--- src/hdl/trtpc_pkg.sv ---
package trtpc_pkg;

    localparam int ANGLE_W = 13;
    localparam int TOL_W   = 12;
    localparam int DEAD_W  = 16;
    localparam int WEIGHT_W = 4;
    localparam int TIME_W  = 32;
    localparam int CFG_INDEX_W = 2;
    localparam int CFG_DATA_W  = 16;
    localparam int OP_W = 2;

    // Input tdata: target_first, target_second, angle_first, angle_second, now_ms.
    localparam int IN_PAYLOAD_W = 4 * ANGLE_W + TIME_W;
    localparam int IN_DATA_W    = ((IN_PAYLOAD_W + 7) / 8) * 8;
    localparam int OUT_PAYLOAD_W = 5;
    localparam int OUT_DATA_W    = 8;

    // Angle differences span two angle ranges; the weighted sum of ten of them
    // needs four more bits, plus one of headroom.
    localparam int DIFF_W  = ANGLE_W + 1;
    localparam int ERR_W   = DIFF_W + 5;

    localparam logic [WEIGHT_W-1:0] WEIGHT_FULL = WEIGHT_W'(10);

    localparam logic [TOL_W-1:0]    TOLERANCE_RST  = TOL_W'(80);
    localparam logic [TOL_W-1:0]    HYSTERESIS_RST = TOL_W'(48);
    localparam logic [DEAD_W-1:0]   DEAD_TIME_RST  = DEAD_W'(1000);
    localparam logic [WEIGHT_W-1:0] WEIGHT_RST     = WEIGHT_W'(7);

    typedef enum logic [OP_W-1:0] {
        OP_START  = 2'd0,
        OP_SAMPLE = 2'd1,
        OP_ABORT  = 2'd2,
        OP_SPARE  = 2'd3
    } opcode_t;

    typedef enum logic [CFG_INDEX_W-1:0] {
        CFG_TOLERANCE  = 2'd0,
        CFG_HYSTERESIS = 2'd1,
        CFG_DEAD_TIME  = 2'd2,
        CFG_WEIGHT     = 2'd3
    } cfg_index_t;

    typedef struct packed {
        logic heading_lying;
        logic arrived;
        logic running;
        logic relay_two_on;
        logic relay_one_on;
    } result_t;

endpackage

--- src/hdl/two_relay_tilt_position_controller_unit.sv ---
// Two-relay tilt position controller.
// Input items arrive on the s_axis stream: tuser carries the opcode (start, sample,
// abort) and tdata the two targets, the two measured angles and the millisecond time.
// Every input transaction yields exactly one result transaction on m_axis, carrying
// both relay levels, the running flag, the arrival pulse and the current heading.
// The cfg channel writes the tolerance, hysteresis, dead time and first weight by
// register index; it is always ready and should only be used while no item is pending.
// An accepted item is captured in an input register, evaluated against the controller
// state once the result register is free or being taken, and lands in the result
// register, from which it is offered on m_axis. One item per cycle is sustained while
// the receiver keeps m_axis_tready high: the state update is a single pass of one
// small multiply-add and a few compares.
// While the receiver stalls, the result register holds and the input register keeps
// one more item; s_axis_tready drops only when both are full.
// Reset clears the controller state and both relays and restores the register
// defaults (tolerance 80, hysteresis 48, dead time 1000 ms, first weight 7).
module two_relay_tilt_position_controller_unit (
    input  logic                                  clk,
    input  logic                                  rst_n,
    input  logic                                  s_axis_tvalid,
    output logic                                  s_axis_tready,
    // Fields from bit 0: target_first, target_second, angle_first, angle_second,
    // now_ms, zero fill.
    input  logic [trtpc_pkg::IN_DATA_W-1:0]       s_axis_tdata,
    // Fields from bit 0: opcode.
    input  logic [trtpc_pkg::OP_W-1:0]            s_axis_tuser,
    output logic                                  m_axis_tvalid,
    input  logic                                  m_axis_tready,
    // Fields from bit 0: relay_one_on, relay_two_on, running, arrived,
    // heading_lying, zero fill.
    output logic [trtpc_pkg::OUT_DATA_W-1:0]      m_axis_tdata,
    input  logic                                  cfg_valid,
    output logic                                  cfg_ready,
    input  logic [trtpc_pkg::CFG_INDEX_W-1:0]     cfg_index,
    input  logic [trtpc_pkg::CFG_DATA_W-1:0]      cfg_data
);
    import trtpc_pkg::*;

    logic [TOL_W-1:0]    tolerance_reg;
    logic [TOL_W-1:0]    hysteresis_reg;
    logic [DEAD_W-1:0]   dead_time_reg;
    logic [WEIGHT_W-1:0] weight_reg;

    logic                     in_valid_reg;
    logic [IN_PAYLOAD_W-1:0]  in_data_reg;
    logic [OP_W-1:0]          in_op_reg;

    logic       out_valid_reg;
    result_t    out_reg;

    logic                active_reg, active_next;
    logic                lying_reg, lying_next;
    logic                waiting_reg, waiting_next;
    logic [TIME_W-1:0]   wait_start_reg, wait_start_next;
    logic [ANGLE_W-1:0]  target_first_reg, target_first_next;
    logic [ANGLE_W-1:0]  target_second_reg, target_second_next;
    logic                relay_one_reg, relay_one_next;
    logic                relay_two_reg, relay_two_next;
    logic                arrived_next;

    logic advance;
    logic fire;

    assign advance       = !out_valid_reg || m_axis_tready;
    assign fire          = in_valid_reg && advance;
    assign s_axis_tready = !in_valid_reg || advance;
    assign cfg_ready     = 1'b1;

    // Unpacked fields of the registered item.
    logic signed [ANGLE_W-1:0] t1_in, t2_in, a1_in, a2_in;
    logic [TIME_W-1:0]         now_in;
    opcode_t                   op_in;

    assign t1_in  = in_data_reg[ANGLE_W-1:0];
    assign t2_in  = in_data_reg[2*ANGLE_W-1:ANGLE_W];
    assign a1_in  = in_data_reg[3*ANGLE_W-1:2*ANGLE_W];
    assign a2_in  = in_data_reg[4*ANGLE_W-1:3*ANGLE_W];
    assign now_in = in_data_reg[4*ANGLE_W+TIME_W-1:4*ANGLE_W];
    assign op_in  = opcode_t'(in_op_reg);

    // A start item measures against its own targets, a sample against the stored ones.
    logic signed [ANGLE_W-1:0]  ref1, ref2;
    logic signed [DIFF_W-1:0]   diff1, diff2;
    logic [WEIGHT_W-1:0]        w1, w2;
    logic signed [ERR_W-1:0]    err, tol_pos, tol_neg, band_pos, band_neg;
    logic                       in_tol;
    logic [TIME_W-1:0]          elapsed;

    always_comb
    begin
        ref1 = (op_in == OP_START) ? t1_in : $signed(target_first_reg);
        ref2 = (op_in == OP_START) ? t2_in : $signed(target_second_reg);
        diff1 = DIFF_W'(ref1) - DIFF_W'(a1_in);
        diff2 = DIFF_W'(ref2) - DIFF_W'(a2_in);
        w1 = (weight_reg > WEIGHT_FULL) ? WEIGHT_FULL : weight_reg;
        w2 = WEIGHT_FULL - w1;
        err = ERR_W'(diff1) * $signed({1'b0, w1}) + ERR_W'(diff2) * $signed({1'b0, w2});
        tol_pos  = $signed(ERR_W'(tolerance_reg) * ERR_W'(10));
        band_pos = $signed((ERR_W'(tolerance_reg) + ERR_W'(hysteresis_reg)) * ERR_W'(10));
        tol_neg  = -tol_pos;
        band_neg = -band_pos;
        in_tol   = (err <= tol_pos) && (err >= tol_neg);
        elapsed  = now_in - wait_start_reg;
    end

    always_comb
    begin
        active_next        = active_reg;
        lying_next         = lying_reg;
        waiting_next       = waiting_reg;
        wait_start_next    = wait_start_reg;
        target_first_next  = target_first_reg;
        target_second_next = target_second_reg;
        relay_one_next     = relay_one_reg;
        relay_two_next     = relay_two_reg;
        arrived_next       = 1'b0;
        case (op_in)
            OP_START:
            begin
                target_first_next  = t1_in;
                target_second_next = t2_in;
                if (in_tol)
                begin
                    active_next  = 1'b0;
                    arrived_next = 1'b1;
                end
                else
                begin
                    lying_next   = (err > 0);
                    waiting_next = 1'b0;
                    active_next  = 1'b1;
                end
            end
            OP_SAMPLE:
            begin
                if (active_reg && !waiting_reg)
                begin
                    if (!lying_reg && err < band_neg)
                    begin
                        relay_one_next  = 1'b0;
                        wait_start_next = now_in;
                        waiting_next    = 1'b1;
                    end
                    else if (lying_reg && err > band_pos)
                    begin
                        relay_two_next  = 1'b0;
                        wait_start_next = now_in;
                        waiting_next    = 1'b1;
                    end
                    else if (in_tol)
                    begin
                        relay_one_next = 1'b0;
                        relay_two_next = 1'b0;
                        active_next    = 1'b0;
                        arrived_next   = 1'b1;
                    end
                end
                else if (active_reg && elapsed >= TIME_W'(dead_time_reg))
                begin
                    // Dead time is over: energize the opposite relay and turn around.
                    if (!lying_reg)
                    begin
                        relay_two_next = 1'b1;
                        lying_next     = 1'b1;
                    end
                    else
                    begin
                        relay_one_next = 1'b1;
                        lying_next     = 1'b0;
                    end
                    waiting_next = 1'b0;
                end
            end
            OP_ABORT:
            begin
                if (active_reg)
                begin
                    active_next    = 1'b0;
                    relay_one_next = 1'b0;
                    relay_two_next = 1'b0;
                end
            end
            default:
            begin
            end
        endcase
    end

    always_ff @(posedge clk or negedge rst_n)
    begin
        if (!rst_n)
        begin
            tolerance_reg     <= TOLERANCE_RST;
            hysteresis_reg    <= HYSTERESIS_RST;
            dead_time_reg     <= DEAD_TIME_RST;
            weight_reg        <= WEIGHT_RST;
            in_valid_reg      <= 1'b0;
            out_valid_reg     <= 1'b0;
            active_reg        <= 1'b0;
            lying_reg         <= 1'b0;
            waiting_reg       <= 1'b0;
            wait_start_reg    <= '0;
            target_first_reg  <= '0;
            target_second_reg <= '0;
            relay_one_reg     <= 1'b0;
            relay_two_reg     <= 1'b0;
        end
        else
        begin
            if (cfg_valid && cfg_ready)
            begin
                unique case (cfg_index_t'(cfg_index))
                    CFG_TOLERANCE:  tolerance_reg  <= cfg_data[TOL_W-1:0];
                    CFG_HYSTERESIS: hysteresis_reg <= cfg_data[TOL_W-1:0];
                    CFG_DEAD_TIME:  dead_time_reg  <= cfg_data[DEAD_W-1:0];
                    CFG_WEIGHT:     weight_reg     <= cfg_data[WEIGHT_W-1:0];
                    default:        ;
                endcase
            end
            if (s_axis_tvalid && s_axis_tready)
            begin
                in_valid_reg <= 1'b1;
            end
            else if (fire)
            begin
                in_valid_reg <= 1'b0;
            end
            if (fire)
            begin
                out_valid_reg     <= 1'b1;
                active_reg        <= active_next;
                lying_reg         <= lying_next;
                waiting_reg       <= waiting_next;
                wait_start_reg    <= wait_start_next;
                target_first_reg  <= target_first_next;
                target_second_reg <= target_second_next;
                relay_one_reg     <= relay_one_next;
                relay_two_reg     <= relay_two_next;
            end
            else if (m_axis_tready)
            begin
                out_valid_reg <= 1'b0;
            end
        end
    end

    always_ff @(posedge clk)
    begin
        if (s_axis_tvalid && s_axis_tready)
        begin
            in_data_reg <= s_axis_tdata[IN_PAYLOAD_W-1:0];
            in_op_reg   <= s_axis_tuser;
        end
        if (fire)
        begin
            out_reg.relay_one_on  <= relay_one_next;
            out_reg.relay_two_on  <= relay_two_next;
            out_reg.running       <= active_next;
            out_reg.arrived       <= arrived_next;
            out_reg.heading_lying <= lying_next;
        end
    end

    assign m_axis_tvalid = out_valid_reg;
    assign m_axis_tdata  = {{(OUT_DATA_W-OUT_PAYLOAD_W){1'b0}}, out_reg};

endmodule

--- config.mk ---
export PLATFORM = sky130hd
export DESIGN_NAME = two_relay_tilt_position_controller_unit
export DESIGN_NICKNAME = d
export VERILOG_FILES = /design/src/hdl/trtpc_pkg.sv /design/src/hdl/two_relay_tilt_position_controller_unit.sv
export SDC_FILE = /design/constraint.sdc
export NUM_CORES = 1
export LEC_CHECK = 0
export BUFFER_PORTS_ARGS = -buffer_cell sky130_fd_sc_hd__buf_2
export CORE_MARGIN = 2
export CORE_UTILIZATION = 57
export DETAILED_ROUTE_END_ITERATION = 10
export PLACE_DENSITY = 0.79
export SYNTH_ARGS = -nofsm -noshare
export SYNTH_HDL_FRONTEND = slang
export SYNTH_SLANG_ARGS = --single-unit
--- constraint.sdc ---
create_clock -name clk -period 9.9 [get_ports clk]
set_clock_uncertainty 0.1 [all_clocks]
set_input_delay 2.475 -clock clk [delete_from_list [all_inputs] [get_ports clk]]
set_output_delay 2.475 -clock clk [all_outputs]
set_load 0.02 [all_outputs]
==> flow_summary.json, run 1 <==
{
  "instances_no_fill": 2673,
  "cts_inserted_buffers": 17,
  "clk_pin_slew_ns": 0.08,
  "yosys_warnings": 0,
  "crit_path_end_kind": "register",
  "relSlewSlack": 0.202,
  "hold_path.class": "reg -> reg",
  "first_global_vias": 16200,
  "slew_viol_final": 0,
  "maxCapViolCount": 0,
  "synth-edff-count": 91,
  "numPortBuffers": 115,
  "synth_top_area_share": 0.170,
  "final.min_clock_period_ns": 10.17,
  "ys_async_sr_fraction": 0.545,
  "worstMarginPinSlew_ns": 1.19,
  "rsz0062_at_grt": "yes",
  "cp.arrival_ns": 10.27,
  "tritoncts": "yes",
  "diodes": 0,
  "die_x_um": 186,
  "area_delta_synth_final_pct": 21.1,
  "fin_crit_sh": 1.03,
  "rows": 66,
  "start_kind": "register",
  "slowest_stage": "fa_1",
  "setup_violations": 38,
  "synthFlopType": "dfrtp_1",
  "cts_max_path_buffers": 2,
  "wire_per_inst_um": 18.4,
  "drt_first_iter_violations": 1086,
  "final_cell_mix": "inv_1, ha_1, buf_4",
  "final_area_um2": 23000,
  "die_area_um2": 34700,
  "coreArea_um2": 32600,
  "critPathRequiredTime_ns": 10.01,
  "place_area_um2": 20900,
  "largest_reg_flops": 84,
  "grtUsageTotal": 0.274,
  "crit_top_cell": "fa_1",
  "critPathMaxStageDelay_ns": 0.58,
  "die_y_um": 186,
  "final.setup.worst_slack_ns": -0.267,
  "syn_area_per_cell_um2": 9.84,
  "grt_pass1_wl_mm": 78.3,
  "cts_sinks": 200,
  "synth_cell_type_count": 82,
  "critical_path_class": "reg -> reg",
  "htree_levels": 4,
  "io_pins": 124,
  "ys_seq_area_frac": 0.289,
  "drc": 0,
  "clkLatencyLatePin_ns": 0.45,
  "synthCells": 1926,
  "drt-total-wl_mm": 49.1,
  "hold_viol_final": 0,
  "vias": 15600,
  "first_pass_iters": 6,
  "cts-root-buf": "clkbuf_16",
  "fmax_ghz": 0.0984,
  "crit_fanout": 4,
  "grt_max_degree": 87,
  "drive_above_1_share": 0.273,
  "yosys.area.top_type": "ha_1",
  "antenna_found_initial": 0,
  "routabilityCongestion": 0.915,
  "nets": 2683,
  "status": "finished, violations left",
  "place_inst": 2583,
  "grt_overflow": 0,
  "holdWs_ns": 0.406,
  "via_per_inst": 5.84,
  "synth.area.top_cells": "ha_1, edfxtp_1, dfrtp_1",
  "initial_core_util": 0.581,
  "violations": "negative setup slack",
  "final_antenna_net_count": 0,
  "hpwl_mm": 35.2,
  "synth_area_um2": 19000,
  "ys_ff_latch": 200
}
## metrics by stage
step	setup WS (ns)	TNS, ns	utilization
finish	-0.267	-8.61	0.704
floorplan	0.0165	0	-
CTS	-0.230	-3.56	0.682
global route	-0.613	-23.21	0.704
global placement	-0.651	-18.61	0.642
detailed placement	-1.12	-29.65	0.642
## final cells by class
cell class                      instances  area (um^2)
Sequential cell                       200         5480
Clock inverter                         13          154
Fill cell                            2267         9660
Tap cell                              442          553
Timing Repair Buffer                  310         2180
Multi-Input combinational cell       1428        13200
Inverter                              261          980
Clock buffer                           19          433
## Yosys cell counts (30+ instances only)
cell type / number
a21o_1: 35
a21oi_1: 96
dfrtp_1: 96
edfxtp_1: 91
fa_1: 94
ha_1: 258
inv_1: 261
mux2_2: 126
nand2_1: 119
nand3_1: 30
nor2_1: 114
nor3_1: 38
o21ai_0: 84
xnor2_1: 62
xor2_1: 34
## worst paths after layout
path | start | end | slack, ns | depth (start not counted)
min | target_first_reg[4] | target_first_reg[4] | 0.41 | 1
max | in_op_reg[0] | m_axis_tdata[1] | -0.27 | 47
min reg2reg | target_first_reg[4] | target_first_reg[4] | 0.41 | 1
max in group asynchronous | rst_n | wait_start_reg[14] | 6.49 | 2
min in group asynchronous | rst_n | target_first_reg[6] | 1.96 | 1
max reg2reg | in_op_reg[0] | m_axis_tdata[1] | -0.27 | 47
## routing by layer
layer	global-route usage	up-vias	wire length (um)	part of all wire
li1	-	7371	-	-
met1	0.355	7567	20900	0.43
met2	0.483	558	24300	0.49
met3	0.0337	124	2550	0.052
met4	0.0760	0	1360	0.028
met5	0	-	0	0
## critical path, delay by kind of cell (launching register included)
family                     cells  cell delay [ns]
muxes                          2             0.59
buffers and inverters         12             1.43
adders and majority gates     10             3.78
AOI/OAI and AO/OA             16             2.57
DFF                            1             0.40
and+or+nand+nor                7             1.04
## cells by family (layout without fill, tap and decap cells)
family / count (synthesis) / count (layout) / synth area share
AND/OR/NAND/NOR: 465 / 465 / 0.124
flip-flops: 200 / 200 / 0.289
buffers and inverters: 300 / 603 / 0.0634
other: 2 / 4 / 0.000396
multiplexers: 136 / 136 / 0.0801
AO/OA/AOI/OAI: 375 / 375 / 0.129
adder cells (fa/ha/maj): 352 / 352 / 0.270
XOR/XNOR: 96 / 96 / 0.0444
## what timing repair did
item                       CTS  global route
hold buffers                 0             0
setup buffers               40            19
gates cloned                 2             1
pin swaps                   55            80
hold endpoints to repair     0             0
resized for setup           88           110
setup endpoints to repair   42            42
Power of run 1 is left out: the tool's default activity adds up to more than one toggle a clock period on the data nets, which glitch-free logic cannot reach.
==> run 2: changes to the inputs <==
- ABC_AREA: not set -> 1
- CORE_UTILIZATION: 57 -> 55
- PLACE_DENSITY: 0.79 -> 0.76
==> run 2 against run 1 <==
  * The flow now finishes without violations
  * Sequential share of layout area rose by 1.2 points
  * Global-route usage is 2.8 points lower
  * Synthesized area rose by 4.8%
  * Count of clock-buffer cells in the layout shrank 2
  * Fmax is 8.5% higher
  * First-iteration DRC count decreased by 21%
  * Synthesized cell count is 32% higher
  * Core utilization down 8.8 points
  * Final cell count increased by 17%
  * Via count increased by 5.3%
  * Critical path type unchanged
  * Critical endpoint is now relay_two_reg
  * Highest routed layer unchanged
==> flow_summary.json, run 2 <==
{
  "r2r-start": "in_op_reg[1]",
  "critPathTopFamily": "adder cells",
  "numPortBuffers": 115,
  "r2r.worst_path.cells": 48,
  "grt_pass1_wl_mm": 76.4,
  "coreArea_um2": 35600,
  "synthCells": 2534,
  "start_kind": "register",
  "final_area_um2": 21900,
  "final_antenna_net_count": 0,
  "path_depth": 48,
  "synth_cell_type_count": 60,
  "crit_buf_inv": 6,
  "cts-root-buf": "clkbuf_16",
  "drt_first_iter_violations": 861,
  "crit_path_end_kind": "register",
  "via_per_inst": 5.25,
  "synth.most_common_cell": "nand2_1",
  "htree_levels": 4,
  "synth_area_um2": 19900,
  "first_pass_iters": 5,
  "synthFlopType": "dfrtp_1",
  "drive_above_1_share": 0.126,
  "diodes": 0,
  "cts_max_path_buffers": 2,
  "drt-total-wl_mm": 46.2,
  "ff2ff_setup_slack_ns": 0.53,
  "fmax_ghz": 0.107,
  "tritoncts": "yes",
  "synth-edff-count": 91,
  "critPathRequiredTime_ns": 10.10,
  "place_inst": 3089,
  "cts_sinks": 200,
  "place_area_um2": 21000,
  "syn_area_per_cell_um2": 7.84,
  "register_area_um2": 5480,
  "die_x_um": 194,
  "slowest_stage": "fa_1",
  "largest_reg_flops": 84,
  "final.min_clock_period_ns": 9.37,
  "yosys_warnings": 0,
  "grtUsageTotal": 0.245,
  "status": "finished, final reports clean",
  "final_cell_mix": "nand2_1, inv_1, ha_1",
  "hold_depth": 2,
  "die_area_um2": 37700,
  "antenna_found_initial": 0,
  "clk_pin_slew_ns": 0.08,
  "reg2reg_to": "relay_two_reg",
  "drc": 0,
  "instances_no_fill": 3131,
  "routabilityCongestion": 0.914,
  "synth_top_area_share": 0.162,
  "die_y_um": 194,
  "cp.arrival_ns": 9.57,
  "synth.area.top_cells": "ha_1, edfxtp_1, dfrtp_1",
  "nets": 3122,
  "wl_met3_mm": 2.22,
  "relSlewSlack": 0.274,
  "yosys.area.top_type": "ha_1",
  "multiInputGateArea_um2": 12400,
  "layout_commonest_cell": "nand2_1",
  "hold_end": "dead_time_reg[2]",
  "top_layer": "met4",
  "grt_max_degree": 87,
  "critical_path_class": "reg -> reg",
  "rows": 69,
  "grt_overflow": 0,
  "dr_wl_met2_mm": 22.0,
  "fillCellCount": 3191,
  "cts_inserted_buffers": 17,
  "hold_viol_final": 0,
  "crit_fanout": 5,
  "hpwl_mm": 37.7,
  "io_pins": 124,
  "initial_core_util": 0.559,
  "worstHoldStart": "dead_time_reg[2]",
  "ys_seq_area_frac": 0.276,
  "worstMarginPinSlew_ns": 1.09,
  "fin_crit_sh": 0.947,
  "first_global_vias": 16300,
  "ys_async_sr_fraction": 0.545,
  "clkLatencyLatePin_ns": 0.45,
  "holdWs_ns": 0.401,
  "hold_path.class": "reg -> reg",
  "slew_viol_final": 0,
  "maxCapViolCount": 0,
  "wire_per_inst_um": 14.8,
  "critPathMaxStageDelay_ns": 0.54,
  "vias": 16400,
  "area_delta_synth_final_pct": 10.2,
  "setup_violations": 0,
  "ys_ff_latch": 200,
  "crit_top_cell": "nand2_1",
  "synth_common_cells": "nand2_1, inv_1, ha_1",
  "wl_met1_mm": 21.1
}
==> run 2: cell count changes in the layout (fill, tap and decap cells not counted), moves of 42 or more <==
| cell | delta |
|---|---|
| mux2_2 | -91 |
| nor2_2 | +42 |
| nand2_1 | +484 |
| nand3_1 | +55 |
| nor2_1 | +83 |
| buf_4 | -160 |
| o21ai_0 | +42 |
| inv_1 | +227 |
| xor2_1 | +46 |
==> run 2: metrics by stage <==
stage	worst slack [ns]	util	setup TNS, ns
finish	0.526	0.616	0
global route	-0.00967	0.616	-0.0366
CTS	0.0118	0.608	0
detailed placement	0.0611	0.590	0
global placement	0.223	0.590	0
floorplan	1.25	-	0
==> run 2: per-layer routing <==
metal / up-vias / global-route usage
met1: 7739 / 0.329
met4: 0 / 0.0617
li1: 8250 / -
met5: - / 0
met3: 51 / 0.0301
met2: 403 / 0.422
==> run 2: cells by family (layout without fill, tap and decap cells) <==
group                      count (synthesis)  in the layout  share of synthesized area
AOI/OAI and AO/OA                        329            329                     0.0972
xor gates and xnor gates                 109            109                     0.0513
adders and majority gates                352            352                      0.257
buffers and inverters                    539            673                      0.105
DFF                                      200            200                      0.276
muxes                                      3              3                    0.00176
other                                      2              4                   0.000378
and+or+nand+nor                         1000           1000                      0.212
==> run 2: cell type report <==
class | instances | area share
Inverter | 502 | 0.0861
Tap cell | 461 | 0.0263
Clock buffer | 17 | 0.0194
Clock inverter | 15 | 0.00977
Multi-Input combinational cell | 1797 | 0.568
Timing Repair Buffer | 139 | 0.0398
Sequential cell | 200 | 0.250
==> run 2: worst max-delay path by stage <==
stage	slack, ns	endpoint	from
finish	0.53	relay_two_reg	in_op_reg[1]
global route	-0.01	m_axis_tdata[0]	in_op_reg[1]
CTS	0.01	m_axis_tdata[3]	in_op_reg[0]
detailed placement	0.06	m_axis_tdata[3]	in_op_reg[0]
global placement	0.22	m_axis_tdata[3]	in_op_reg[0]
floorplan	1.25	wait_start_reg[31]	in_op_reg[0]
==> run 2: worst reg2reg max path, delay by kind of cell (launching register included) <==
kind / cells / cell delay [ns]
adder cells (fa/ha/maj): 10 / 4.11
AND/OR/NAND/NOR: 23 / 2.71
AO/OA/AOI/OAI: 6 / 0.71
buffers and inverters: 6 / 0.51
flip-flops: 1 / 0.44
XOR/XNOR: 2 / 0.42
multiplexers: 1 / 0.24
==> run 2: what timing repair did <==
action | CTS | global route
hold buffers | 0 | 0
resized for setup | 0 | 25
setup endpoints to repair | 0 | 42
buffers inserted | 0 | 6
Power of run 2 is left out for the same reason.
==> run 3: changes to the inputs <==
- CTS_BUF_LIST: not set -> sky130_fd_sc_hd__clkbuf_8
==> run 3 against run 2 <==
  * Setup slack got worse by 0.035 ns
  * Sequential share of layout area increased by 0.21 points
  * Register-to-register slack got worse by 0.03 ns
  * Final cell count about the same
  * Non-clock buffer count increased by 2
  * Flip-flop and latch count unchanged
  * Count of clock-buffer cells in the layout unchanged
  * Largest cell class unchanged
==> flow_summary.json, run 3 (synthesis results as in run 2) <==
{
  "status": "finished, final reports clean",
  "drive_above_1_share": 0.126,
  "relSlewSlack": 0.276,
  "die_y_um": 194,
  "cts_max_path_buffers": 2,
  "layout_commonest_cell": "nand2_1",
  "rows": 69,
  "critPathTopFamily": "adder cells",
  "grtUsageTotal": 0.244,
  "drt_first_iter_violations": 910,
  "numPortBuffers": 115,
  "grt_pass1_wl_mm": 75.8,
  "final_cell_mix": "nand2_1, inv_1, ha_1",
  "grt_overflow": 0,
  "critPathRequiredTime_ns": 10.05,
  "fin_crit_sh": 0.950,
  "crit_buf_inv": 7,
  "hold_viol_final": 0,
  "path_depth": 47,
  "initial_core_util": 0.559,
  "grt-busiest-layer": "met2",
  "met1_usage": 0.332,
  "first_pass_iters": 5,
  "nets": 3124,
  "cts_inserted_buffers": 17,
  "crit_path_end_kind": "register",
  "via_per_inst": 5.27,
  "grt_use_met3": 0.0296,
  "reg2reg_to": "m_axis_tdata[2]",
  "grt_max_degree": 87,
  "io_pins": 124,
  "start_kind": "register",
  "cts_sinks": 200,
  "fmax_ghz": 0.106,
  "setup_violations": 0,
  "htree_levels": 4,
  "largest_reg_flops": 84,
  "slowest_stage": "fa_1",
  "hold_path.class": "reg -> reg",
  "hold_end": "hysteresis_reg[4]",
  "coreArea_um2": 35600,
  "crit_fanout": 5,
  "antenna_found_initial": 0,
  "drc": 0,
  "area_delta_synth_final_pct": 9.25,
  "met2_usage": 0.414,
  "critical_path_class": "reg -> reg",
  "holdWs_ns": 0.407,
  "final.min_clock_period_ns": 9.41,
  "first_global_vias": 16200,
  "hpwl_mm": 37.7,
  "slew_viol_final": 0,
  "fin_tns_setup_ns": 0,
  "wire_per_inst_um": 14.7,
  "cts-root-buf": "clkbuf_8",
  "r2r.worst_path.cells": 47,
  "maxCapViolCount": 0,
  "tritoncts": "yes",
  "drt-total-wl_mm": 46.1,
  "ff2ff_setup_slack_ns": 0.49,
  "die_area_um2": 37700,
  "diodes": 0,
  "r2r-start": "in_op_reg[1]",
  "routabilityCongestion": 0.914,
  "worstMarginPinSlew_ns": 1.09,
  "vias": 16500,
  "cp.arrival_ns": 9.56,
  "worstHoldStart": "hysteresis_reg[4]",
  "hold_depth": 2,
  "die_x_um": 194,
  "final_antenna_net_count": 0,
  "clkLatencyLatePin_ns": 0.51,
  "critPathMaxStageDelay_ns": 0.54,
  "crit_top_cell": "nand2_1",
  "clk_pin_slew_ns": 0.11,
  "ctsHoldBuffers": 0
}
[run 3: changes by cell type in the layout (fill, tap and decap cells not counted), sizes merged]
cell | before | now
buf | 136 | 138
[run 3: through the flow]
stage | worst slack, ns | utilization | instances | area [um^2]
floorplan | 1.25 | - | 2536 | 19900
global placement | 0.223 | 0.590 | 3089 | 21000
detailed placement | 0.0611 | 0.590 | 3089 | 21000
CTS | 0.0384 | 0.602 | 3121 | 21400
global route | -0.0125 | 0.610 | 3133 | 21700
finish | 0.491 | 0.610 | 3133 | 21700
[run 3: layer usage]
| metal | wire (um) | up-vias |
|---|---|---|
| li1 | - | 8253 |
| met1 | 21100 | 7793 |
| met2 | 21900 | 412 |
| met3 | 2260 | 46 |
| met4 | 731 | 0 |
| met5 | 0 | - |
[run 3: worst max-delay path by stage]
stage / end / startpoint / slack (ns)
after floorplan: wait_start_reg[31] / in_op_reg[0] / 1.25
after global placement: m_axis_tdata[3] / in_op_reg[0] / 0.22
after detailed placement: m_axis_tdata[3] / in_op_reg[0] / 0.06
after CTS: m_axis_tdata[3] / in_op_reg[0] / 0.04
after global routing: m_axis_tdata[0] / in_op_reg[1] / -0.01
final: m_axis_tdata[2] / in_op_reg[1] / 0.49
[run 3: area by class of cell]
cell class,instances,area [um^2]
well taps,461,577
fillers,3224,13900
inverters,502,1890
multi-input cells,1797,12400
clock inverters,15,214
flip-flops and latches,200,5480
clock buffers,17,234
repair buffers,141,887
[run 3: timing repair]
item | CTS | global route
gates resized for setup | 0 | 24
buffers inserted | 0 | 8
endpoints found under the setup margin | 0 | 42
[run 3: worst register-to-register path: cells and delay by family, from the launching register on]
kind	cells	cell delay, ns
xor+xnor	2	0.43
mux	1	0.25
flops	1	0.45
fa+ha+maj	10	4.10
compound gates	4	0.52
simple gates	23	2.71
buf+inv	7	0.59
Power of run 3 is left out for the same reason.
